## config.mk

```make
export PLATFORM = sky130hd
export DESIGN_NAME = circular_queue
export DESIGN_NICKNAME = d
export VERILOG_FILES = /design/src/design/cq_pkg.sv /design/src/design/cq_ram.sv /design/src/design/circular_queue.sv
export SDC_FILE = /design/constraint.sdc
export NUM_CORES = 1
export LEC_CHECK = 0
export BUFFER_PORTS_ARGS = -buffer_cell sky130_fd_sc_hd__buf_2
export CORE_AREA = 8 8 211 213
export DETAILED_ROUTE_END_ITERATION = 8
export DIE_AREA = 0 0 219 221
export PLACE_DENSITY = 0.81
export SLEW_MARGIN = 15
export SYNTH_ARGS = -nofsm -noshare
export SYNTH_HDL_FRONTEND = slang
export SYNTH_SLANG_ARGS = --single-unit
```

## constraint.sdc

```tcl
create_clock -name clk -period 14.15 [get_ports clk]
set_input_delay 2.83 -clock clk [delete_from_list [all_inputs] [get_ports clk]]
set_output_delay 2.83 -clock clk [all_outputs]
set_load 0.005 [all_outputs]
```

## src/design/cq_pkg.sv

```systemverilog
`timescale 1ns / 1ps

package cq_pkg;

	localparam int DATA_W = 32;
	localparam int CAP_W  = 5;
	localparam int IDX_W  = 4;

	// operation codes
	localparam logic [1:0] FUNC_ENQ  = 2'd0;
	localparam logic [1:0] FUNC_DEQ  = 2'd1;
	localparam logic [1:0] FUNC_SHOW = 2'd2;

	// status codes
	localparam logic [1:0] ST_OK    = 2'd0;
	localparam logic [1:0] ST_FULL  = 2'd1;
	localparam logic [1:0] ST_EMPTY = 2'd2;

	typedef struct packed {
		logic [1:0]               func;
		logic signed [DATA_W-1:0] value;
	} req_t;

	typedef struct packed {
		logic [1:0]               status;
		logic signed [DATA_W-1:0] data;
		logic                     last;
		logic [IDX_W-1:0]         head_index;
		logic [IDX_W-1:0]         tail_index;
		logic                     is_empty;
	} res_t;

endpackage

```

## src/design/cq_ram.sv

```systemverilog
`timescale 1ns / 1ps

module cq_ram #(
	parameter int DEPTH = 16,
	localparam int AW = $clog2(DEPTH)
) (
	input  logic                       clk,
	input  logic                       we,
	input  logic [AW-1:0]              waddr,
	input  logic [cq_pkg::DATA_W-1:0]  wdata,
	input  logic                       re,
	input  logic [AW-1:0]              raddr,
	output logic [cq_pkg::DATA_W-1:0]  rdata
);

	logic [cq_pkg::DATA_W-1:0] mem [DEPTH];
	logic [cq_pkg::DATA_W-1:0] rdata_q;

	always_ff @(posedge clk) begin
		if (we) begin
			mem[waddr] <= wdata;
		end
	end

	// registered read
	always_ff @(posedge clk) begin
		if (re) begin
			rdata_q <= mem[raddr];
		end
	end

	assign rdata = rdata_q;

endmodule

```

## src/design/circular_queue.sv

```systemverilog
`timescale 1ns / 1ps
// Ring-buffer FIFO of 32-bit words, capacity set by a register.
// Enqueue, dequeue: one item per cycle when idle; result via stage 1, output reg.
// Show of n entries: busy while walking, one result per cycle via SHOW, stage 1
// and output register; throughput is set by the single read port of the ring RAM.
// The receiver cannot stall: done marks each result for exactly one cycle.
// Reset (arst_n low): queue empty, head and tail 0, capacity min(16, DEPTH).

module circular_queue #(
	parameter int DEPTH = 16
) (
	input  logic                      clk,
	input  logic                      arst_n,
	input  logic                      start,
	output logic                      busy,
	input  cq_pkg::req_t              req,
	output logic                      done,
	output cq_pkg::res_t              res,
	input  logic                      cfg_we,
	input  logic [cq_pkg::CAP_W-1:0]  cfg_wdata
);

	localparam int PTR_W = $clog2(DEPTH);
	localparam int CMP_W = (PTR_W + 1 > cq_pkg::CAP_W) ? PTR_W + 1 : cq_pkg::CAP_W;
	localparam int EXT_W = PTR_W + cq_pkg::IDX_W;
	localparam int CNT_W = $clog2(DEPTH);
	localparam logic [cq_pkg::CAP_W-1:0] CAP_RST =
		cq_pkg::CAP_W'((DEPTH < 16) ? DEPTH : 16);

	// One-hot sequencer: IDLE takes items, SHOW walks the ring.
	typedef enum logic [1:0] {
		IDLE = 2'b01,
		SHOW = 2'b10
	} state_t;

	state_t                    state_q;
	logic [PTR_W-1:0]          head_q;
	logic [PTR_W-1:0]          tail_q;
	logic                      empty_q;
	logic [cq_pkg::CAP_W-1:0]  cap_q;
	logic [PTR_W-1:0]          walk_q;
	logic [CNT_W-1:0]          cnt_q;

	// Result held in stage 1 while the RAM read data lands.
	logic                      emit_s1;
	logic [1:0]                status_s1;
	logic                      use_mem_s1;
	logic                      last_s1;

	logic                      emit_d;
	logic [1:0]                status_d;
	logic                      use_mem_d;
	logic                      last_d;

	logic                      done_q;
	cq_pkg::res_t              res_q;

	logic                      accept;
	logic                      full;
	logic [PTR_W-1:0]          tail_next;
	logic [PTR_W-1:0]          head_next;
	logic [PTR_W-1:0]          walk_next;
	logic                      walk_fin;
	logic                      ram_we;
	logic [PTR_W-1:0]          ram_waddr;
	logic                      ram_re;
	logic [PTR_W-1:0]          ram_raddr;
	logic [cq_pkg::DATA_W-1:0] ram_rdata;
	logic [cq_pkg::CAP_W-1:0]  cap_clamped;
	logic [EXT_W-1:0]          head_ext;
	logic [EXT_W-1:0]          tail_ext;

	// Advance a slot, wrapping at the capacity in use.
	function automatic logic [PTR_W-1:0] next_slot(input logic [PTR_W-1:0] p,
			input logic [cq_pkg::CAP_W-1:0] cap);
		logic [PTR_W:0] n;
		n = {1'b0, p} + {{PTR_W{1'b0}}, 1'b1};
		if (CMP_W'(n) >= CMP_W'(cap)) begin
			return '0;
		end
		return n[PTR_W-1:0];
	endfunction

	assign busy   = (state_q == SHOW);
	assign accept = start && !busy;

	assign tail_next = next_slot(tail_q, cap_q);
	assign head_next = next_slot(head_q, cap_q);
	assign walk_next = next_slot(walk_q, cap_q);
	assign full      = !empty_q && (head_q == tail_next);
	assign walk_fin  = (walk_q == tail_q) || (cnt_q == CNT_W'(DEPTH - 1));

	// Clamp a written capacity to 1..DEPTH.
	always_comb begin
		cap_clamped = cfg_wdata;
		if (cfg_wdata == '0) begin
			cap_clamped = cq_pkg::CAP_W'(1);
		end else if (CMP_W'(cfg_wdata) > CMP_W'(DEPTH)) begin
			cap_clamped = cq_pkg::CAP_W'(DEPTH);
		end
	end

	// Enqueue writes at slot 0 on an empty ring, else after the tail.
	assign ram_we    = accept && (req.func == cq_pkg::FUNC_ENQ) && !full;
	assign ram_waddr = empty_q ? '0 : tail_next;

	// Read the head for a dequeue, the walk pointer while showing.
	assign ram_re    = (accept && (req.func == cq_pkg::FUNC_DEQ) && !empty_q) ||
		(state_q == SHOW);
	assign ram_raddr = (state_q == SHOW) ? walk_q : head_q;

	cq_ram #(
		.DEPTH (DEPTH)
	) u_ram (
		.clk   (clk),
		.we    (ram_we),
		.waddr (ram_waddr),
		.wdata (req.value),
		.re    (ram_re),
		.raddr (ram_raddr),
		.rdata (ram_rdata)
	);

	// Pointer state and sequencer.
	always_ff @(posedge clk or negedge arst_n) begin
		if (!arst_n) begin
			state_q <= IDLE;
			head_q  <= '0;
			tail_q  <= '0;
			empty_q <= 1'b1;
			cap_q   <= CAP_RST;
			walk_q  <= '0;
			cnt_q   <= '0;
		end else if (cfg_we) begin
			// a capacity write empties the queue; stored words stay
			cap_q   <= cap_clamped;
			head_q  <= '0;
			tail_q  <= '0;
			empty_q <= 1'b1;
		end else begin
			case (state_q)
				IDLE: begin
					if (accept) begin
						case (req.func)
							cq_pkg::FUNC_ENQ: begin
								if (!full) begin
									if (empty_q) begin
										head_q <= '0;
										tail_q <= '0;
									end else begin
										tail_q <= tail_next;
									end
									empty_q <= 1'b0;
								end
							end
							cq_pkg::FUNC_DEQ: begin
								if (!empty_q) begin
									if (head_q == tail_q) begin
										// last entry leaves: drop to empty
										head_q  <= '0;
										tail_q  <= '0;
										empty_q <= 1'b1;
									end else begin
										head_q <= head_next;
									end
								end
							end
							cq_pkg::FUNC_SHOW: begin
								if (!empty_q) begin
									walk_q  <= head_q;
									cnt_q   <= '0;
									state_q <= SHOW;
								end
							end
							default: begin
							end
						endcase
					end
				end
				SHOW: begin
					walk_q <= walk_next;
					cnt_q  <= cnt_q + CNT_W'(1);
					if (walk_fin) begin
						state_q <= IDLE;
					end
				end
				default: begin
					state_q <= IDLE;
				end
			endcase
		end
	end

	// Decide which result goes out; a non-empty show answers only from the walk.
	always_comb begin
		emit_d    = 1'b0;
		status_d  = cq_pkg::ST_OK;
		use_mem_d = 1'b0;
		last_d    = 1'b1;
		if (state_q == SHOW) begin
			emit_d    = 1'b1;
			use_mem_d = 1'b1;
			last_d    = walk_fin;
		end else if (accept) begin
			case (req.func)
				cq_pkg::FUNC_ENQ: begin
					emit_d = 1'b1;
					if (full) begin
						status_d = cq_pkg::ST_FULL;
					end
				end
				cq_pkg::FUNC_DEQ: begin
					emit_d = 1'b1;
					if (empty_q) begin
						status_d = cq_pkg::ST_EMPTY;
					end else begin
						use_mem_d = 1'b1;
					end
				end
				cq_pkg::FUNC_SHOW: begin
					if (empty_q) begin
						emit_d   = 1'b1;
						status_d = cq_pkg::ST_EMPTY;
					end
				end
				default: begin
				end
			endcase
		end
	end

	// Stage 1: hold the result until the RAM data is back.
	always_ff @(posedge clk or negedge arst_n) begin
		if (!arst_n) begin
			emit_s1 <= 1'b0;
		end else begin
			emit_s1 <= emit_d;
		end
	end

	always_ff @(posedge clk) begin
		if (emit_d) begin
			status_s1  <= status_d;
			use_mem_s1 <= use_mem_d;
			last_s1    <= last_d;
		end
	end

	// Output register: pointers already hold their post-operation values here.
	assign head_ext = EXT_W'(head_q);
	assign tail_ext = EXT_W'(tail_q);

	always_ff @(posedge clk or negedge arst_n) begin
		if (!arst_n) begin
			done_q <= 1'b0;
		end else begin
			done_q <= emit_s1;
		end
	end

	always_ff @(posedge clk) begin
		if (emit_s1) begin
			res_q.status     <= status_s1;
			res_q.data       <= use_mem_s1 ? ram_rdata : '0;
			res_q.last       <= last_s1;
			res_q.head_index <= head_ext[cq_pkg::IDX_W-1:0];
			res_q.tail_index <= tail_ext[cq_pkg::IDX_W-1:0];
			res_q.is_empty   <= empty_q;
		end
	end

	assign done = done_q;
	assign res  = res_q;

endmodule
```

Yosys cells after proc, flatten, opt, wreduce, memory -nomap -nowiden
Memory sizes are Yosys's and may differ from the RTL's. A register that Yosys moved wholly into a read port is not among the register bits.
Cells that the tools add are included.
{"block": "word_totals", "ram_bits": 512, "input_bits": 43, "output_inout_bits": 46, "memories": 1, "elab_cells": 130, "register_bits": 74}
{"name": "u_ram.mem", "depth": 16, "width": 32, "rd": 1, "rd_clocked_by_memory_dff": 1, "write_ports": 1, "line_no": "cq_ram.sv:16", "source": "logic [cq_pkg::DATA_W-1:0] mem [DEPTH];"}
{"block": "op_classes", "n_bitwise": 2, "n_reduce_logical": 25, "eq_ne": 16, "magnitude_cmp": 4, "n_mux": 60, "add_sub_neg": 4}
{"cell": "4-bit 2-to-1 mux", "count": 27}
{"cell": "4-bit case mux with 2 select lines", "count": 4}
{"cell": "1-bit 2-to-1 mux", "count": 18}
{"cell": "4-bit by 1-bit adder with 5-bit output (second input constant)", "count": 3}
{"cell": "5-bit >= comparator", "count": 3}
{"cell": "4-bit equality test", "count": 3}
{"cell": "6-bit AND reduction", "count": 2}
{"cell": "2-bit 2-to-1 mux", "count": 5}
{"cell": "5-bit 2-to-1 mux", "count": 2}
{"cell": "5-bit AND reduction", "count": 2}
{"cell": "3-bit != test (second input constant)", "count": 3}
{"cell": "2-bit case mux with 2 select lines", "count": 2}
{"cell": "1-bit logical AND", "count": 6}
{"cell": "2-bit != test (second input constant)", "count": 3}
{"cell": "2-bit nonzero test", "count": 3}
{"cell": "2-bit OR reduction", "count": 3}
{"cell": "5-bit > comparator (second input constant)", "count": 1}
{"cell": "5-bit logical NOT", "count": 1}
{"cell": "4-bit by 1-bit adder with 4-bit output (second input constant)", "count": 1}
{"cell": "2-bit by 1-bit equality test with 1-bit output (second input constant)", "count": 2}
{"cell": "2-bit equality test (second input constant)", "count": 2}
{"cell": "4-bit equality test (second input constant)", "count": 1}
{"cell": "1-bit case mux with 2 select lines", "count": 2}
{"cell": "4-bit AND reduction", "count": 1}
{"cell": "7 further kinds", "count": 11}

Logic depth before layout (Yosys ltp)
{"block": "logic_depth", "word_depth": 11, "ltp_mapped": 11, "depth_no_buf": 11}

Cells and area by module
A second synthesis with hierarchy kept.
{"block": "unflattened", "cells_unflattened": 1164, "area_unflattened_um2": 23961.7}
{"mod": "cq_ram", "instances": 1, "cells_each": 838, "seq_area_each_um2": 16335.7, "area_per_inst_um2": 20155.6}
{"mod": "circular_queue", "instances": 1, "cells_each": 326, "seq_area_each_um2": 2095.8, "area_per_inst_um2": 3806.2}

Least setup slack after synthesis
No wires, ideal clock.
{"block": "synth_path", "kind": "in2reg", "start": "input req[32] in the netlist's numbering", "end": "memory u_ram.mem[13][0] in the netlist's numbering (enable)", "setup_time_ps": 502, "required_ps": 13648, "n_path_buf": 0, "path_slack_ps": 6701, "arrival_time_ps": 6948, "cell_stages": 6, "path_cell_list": "inv_1 -> ha_1 -> nand2_1 -> nor3_1 -> nand3_2 -> nor4_1"}
{"block": "synth_between", "elab_chain_len": 5}
{"item": "start: declaration", "line_no": "circular_queue.sv:16", "source": "input cq_pkg::req_t req,"}
{"item": "2-bit logical NOT", "line_no": "circular_queue.sv:104", "source": "assign ram_we = accept && (req.func == cq_pkg::FUNC_ENQ) && !full;"}
{"item": "1-bit logical AND (2 in series)", "line_no": "circular_queue.sv:104"}
{"item": "1-bit 2-to-1 mux", "line_no": "cq_ram.sv:20", "source": "if (we) begin"}
{"item": "1-bit 2-to-1 mux (implied by the code)", "line_no": "cq_ram.sv:21", "source": "mem[waddr] <= wdata;"}
{"item": "end: declaration", "line_no": "cq_ram.sv:16"}
Every way passes these cells.

Worst setup path after layout
{"block": "layout_path", "start": "input req[32] in the netlist's numbering", "end": "memory u_ram.mem[13][29] in the netlist's numbering (enable)"}
The elaborated chain is that of the path after synthesis.

==> results by group <==
Status
  – Status: completed

Timing
  – Fmax: 179 MHz
  – Pin slew with the least headroom to its limit: 0.960 ns
  – Final slew viol count: 0
  – Hold Vio Cnt, Final: 0
  – Part of the cycle the worst path needs: 39.5%
  – Fin worst setup slack: 8.56 ns
  – Final TNS setup: 0 ns
  – Fin crit period: 5.59 ns
  – Unrepaired setup endpoints after global routing: false
  – Clock Skew: 0.0101 ns
  – Final Setup Violations: 0
  – Rel. slew slack: 35.4%

GRT
  – Initial antenna violation count: 0
  – Pin count of the biggest net entering global routing: 129
  – First-pass GRT wire length: 77700 µm
  – Vias in the first global route: 12908
  – GRT Util Overall: 21.0%
  – GR Overflow Total: 0

Die
  – Die width: 219 µm
  – Die Span Y: 221 µm
  – Die area: 48400 µm²
  – # IOs: 89
  – Core Region: 41300 µm²
  – Std cell rows: 75
  – Initial Util: 59.2%

Setup path
  – CP Max Fanout: 26
  – CP Launch Type: input port
  – Slowest stage delay, CP: 0.90 ns
  – Worst path bufs/invs: 3
  – CP Class: input port to flop
  – Top delay family on crit path: simple AND/OR/NAND/NOR gates
  – Cell Chain, Critical Path: buf_2 -> inv_1 -> ha_1 -> nand2_1 -> nor3_1 -> nand3_2 -> nor4_2 -> buf_4
  – Slowest cell on the critical path: nor4_2
  – Reg2reg setup slack: 9.07 ns
  – Setup crit end kind: flop
  – Worst reg-to-reg path cell count: 12
  – RR Startpoint: tail_q[0]
  – Worst r2r dst: u_ram.mem[13][29]
  – Worst path required time: 14.40 ns
  – Data arrival time of the worst path: 5.84 ns

Hold path
  – Worst Hold End: res[9]
  – Hold depth: 0
  – HP Class: flop to flop
  – Hold_sp: last_s1

Placement
  – Routability cong.: 0.821
  – Post-placement cell count: 1833
  – Dpl ws: 8.04 ns
  – PortBufs: 88
  – Placed Area: 25600 µm²
  – Post-detail-place hpwl: 26800 µm

CTS
  – CTS clk-pin slew, worst paths: 0.06 ns
  – Cts repair resizes: 0
  – Worst skew pair latency: 0.61 ns
  – H-Tree Depth: 2
  – Num CTS Buffers: 59
  – Setup Buffers After CTS: 0
  – Clock Sinks: 618
  – Hold-fix buffers, CTS: 0
  – CTS tree: built
  – Clock Path Buffers: 3
  – Clock Tree Root: clkbuf_16

Yosys
  – Ys flop type: edfxtp_1
  – Ys Warns: 0
  – Post-synth EDFFs: 592
  – Syn Nets: 1309
  – Mapped Area: 24400 µm²
  – Cells after synthesis: 1240
  – Flops & latches, synth: 618
  – Cell variety after synth: 53
  – Synth async-reset ratio: 4.21%
  – Register area share after synthesis: 75.4%
  – Avg Cell Area, Syn: 19.7 µm²

Cells and area
  – Synthesis-to-finish area growth: 12.5%
  – Share of cells above drive strength 1: 27.1%
  – Final nets: 1424
  – Final cell count without fillers: 1942
  – Fillers: 2605
  – Finished Cell Area: 27500 µm²
  – Final core utilization: 66.6%

Power and ir drop
  – Pleak: 9.35 nW
  – Pwr dens: 149 nW/µm²
  – Max VDD drop: 0.120 mV

Routing
  – # DRC: 0
  – Wirelength, routed: 50500 µm
  – DR vias/cell: 6.22
  – Starting DRT DRC Count: 1145
  – Post-DR wirelength/cell: 26.0 µm
  – Routed Antenna Nets: 0
  – Vias: 12080
  – DR pass1 iterations: 5

Flow run
  – Max cap viols: 0
-- how the worst max path moves through the flow --
stage                       start                end  slack [ns]  depth (start not counted)
after global placement    req[32]  u_ram.mem[13][31]        8.26                          8
after CTS                 req[32]  u_ram.mem[13][27]        8.62                          8
after global routing      req[32]  u_ram.mem[13][27]        8.36                          8
final                     req[32]  u_ram.mem[13][29]        8.56                          8
after floorplan           req[32]   u_ram.mem[13][0]        6.70                          6
after detailed placement  req[32]  u_ram.mem[13][31]        8.04                          8
-- routing by layer --
| metal | up-vias | global-route usage [%] | wire length [µm] | share of wire, % |
|---|---|---|---|---|
| met1 | 6283 | 27.4 | 19900 | 39 |
| li1 | 5233 | - | - | - |
| met4 | 0 | 6.76 | 1450 | 2.9 |
| met2 | 469 | 36.0 | 26200 | 52 |
| met5 | - | 0 | 0 | 0 |
| met3 | 95 | 3.48 | 2900 | 5.7 |
-- metrics by stage --
stage               power, mW  hold slack, ns
finish                   4.08           0.427
global route             4.23           0.439
CTS                      4.12           0.430
detailed placement       2.56           0.415
global placement         2.55           0.405
floorplan                2.41           0.400
-- placed cells by master (no fill, tap or decap), drive strengths merged, types with 13 or more instances in the layout --
| master | netlist | routed |
|---|---|---|
| nor3 | 15 | 15 |
| nor2 | 13 | 13 |
| o21ai | 26 | 26 |
| dfrtp | 23 | 23 |
| nand2 | 95 | 95 |
| mux4 | 128 | 128 |
| buf | 37 | 117 |
| clkbuf | 26 | 75 |
| inv | 19 | 21 |
| edfxtp | 592 | 592 |
| a211oi | 36 | 36 |
| and2 | 66 | 66 |
| ha | 26 | 26 |
| clkinv | 0 | 23 |
| a31oi | 34 | 34 |
-- cell usage after synthesis (5+ instances only) --
master,count,area [µm²]
nor2_1,13,48.8
xnor2_1,6,52.6
a211oi_2,13,163
ha_1,26,325
nand2_1,95,357
buf_6,10,113
o21ai_0,24,120
buf_4,6,45.0
and2_1,66,413
a21oi_1,11,55.1
nor4_1,6,37.5
nor3_1,15,75.1
inv_1,19,71.3
mux4_2,128,2880
nand2b_1,10,62.6
edfxtp_1,592,17800
dfrtp_1,23,576
nand3_1,6,30.0
a31oi_1,33,206
a21o_1,8,60.1
o22ai_1,5,31.3
buf_2,20,100
a211oi_1,23,173
xor2_1,7,61.3
clkbuf_1,26,97.6
-- state kept, by name, indices dropped and copies added (netlist names) --
name         cells
empty_q          1
emit_s1          1
u_ram.rdata     32
res             44
done             1
tail_q           4
walk_q           4
cnt_q            4
last_s1          1
state_q          2
head_q           4
status_s1        2
u_ram.mem      512
use_mem_s1       1
cap_q            5
-- final cells by class --
class | instances | area, µm² | area share (%)
antenna | 1 | 2.50 | 0.00910
clock buffer | 75 | 1580 | 5.74
clock inverter | 33 | 349 | 1.27
inverter | 19 | 71.3 | 0.259
multi-input combinational | 540 | 5710 | 20.8
sequential | 618 | 18400 | 67.0
tap | 539 | 674 | 2.45
timing repair buffer | 117 | 671 | 2.44
-- worst reg2reg max path, delay by kind of cell, from the launching register on --
kind	cells	cell delay, ns
compound gates	2	0.40
xor+xnor	1	0.40
fa+ha+maj	2	0.77
buf+inv	2	0.72
flops	1	0.67
mux	1	0.30
simple gates	4	1.42
-- report_power, final --
part | internal (mW) | leakage [nW] | switching [mW]
clock network | 0.915 | 0.948 | 0.651
registers | 2.12 | 5.71 | 0.0371
logic | 0.145 | 2.69 | 0.215
-- kinds of logic (layout without fill, tap and decap cells) --
logic type      after synthesis  after routing  share of synthesized area, %
mux                         136            136                          12.2
buf+inv                      82            244                          1.76
xor+xnor                     15             15                         0.599
flops                       618            618                          75.4
compound gates              131            131                          3.81
simple gates                232            232                          4.89
other cells                   0              1                             0
fa+ha+maj                    26             26                          1.33
Note: power is estimated with default switching activity, not from simulation.
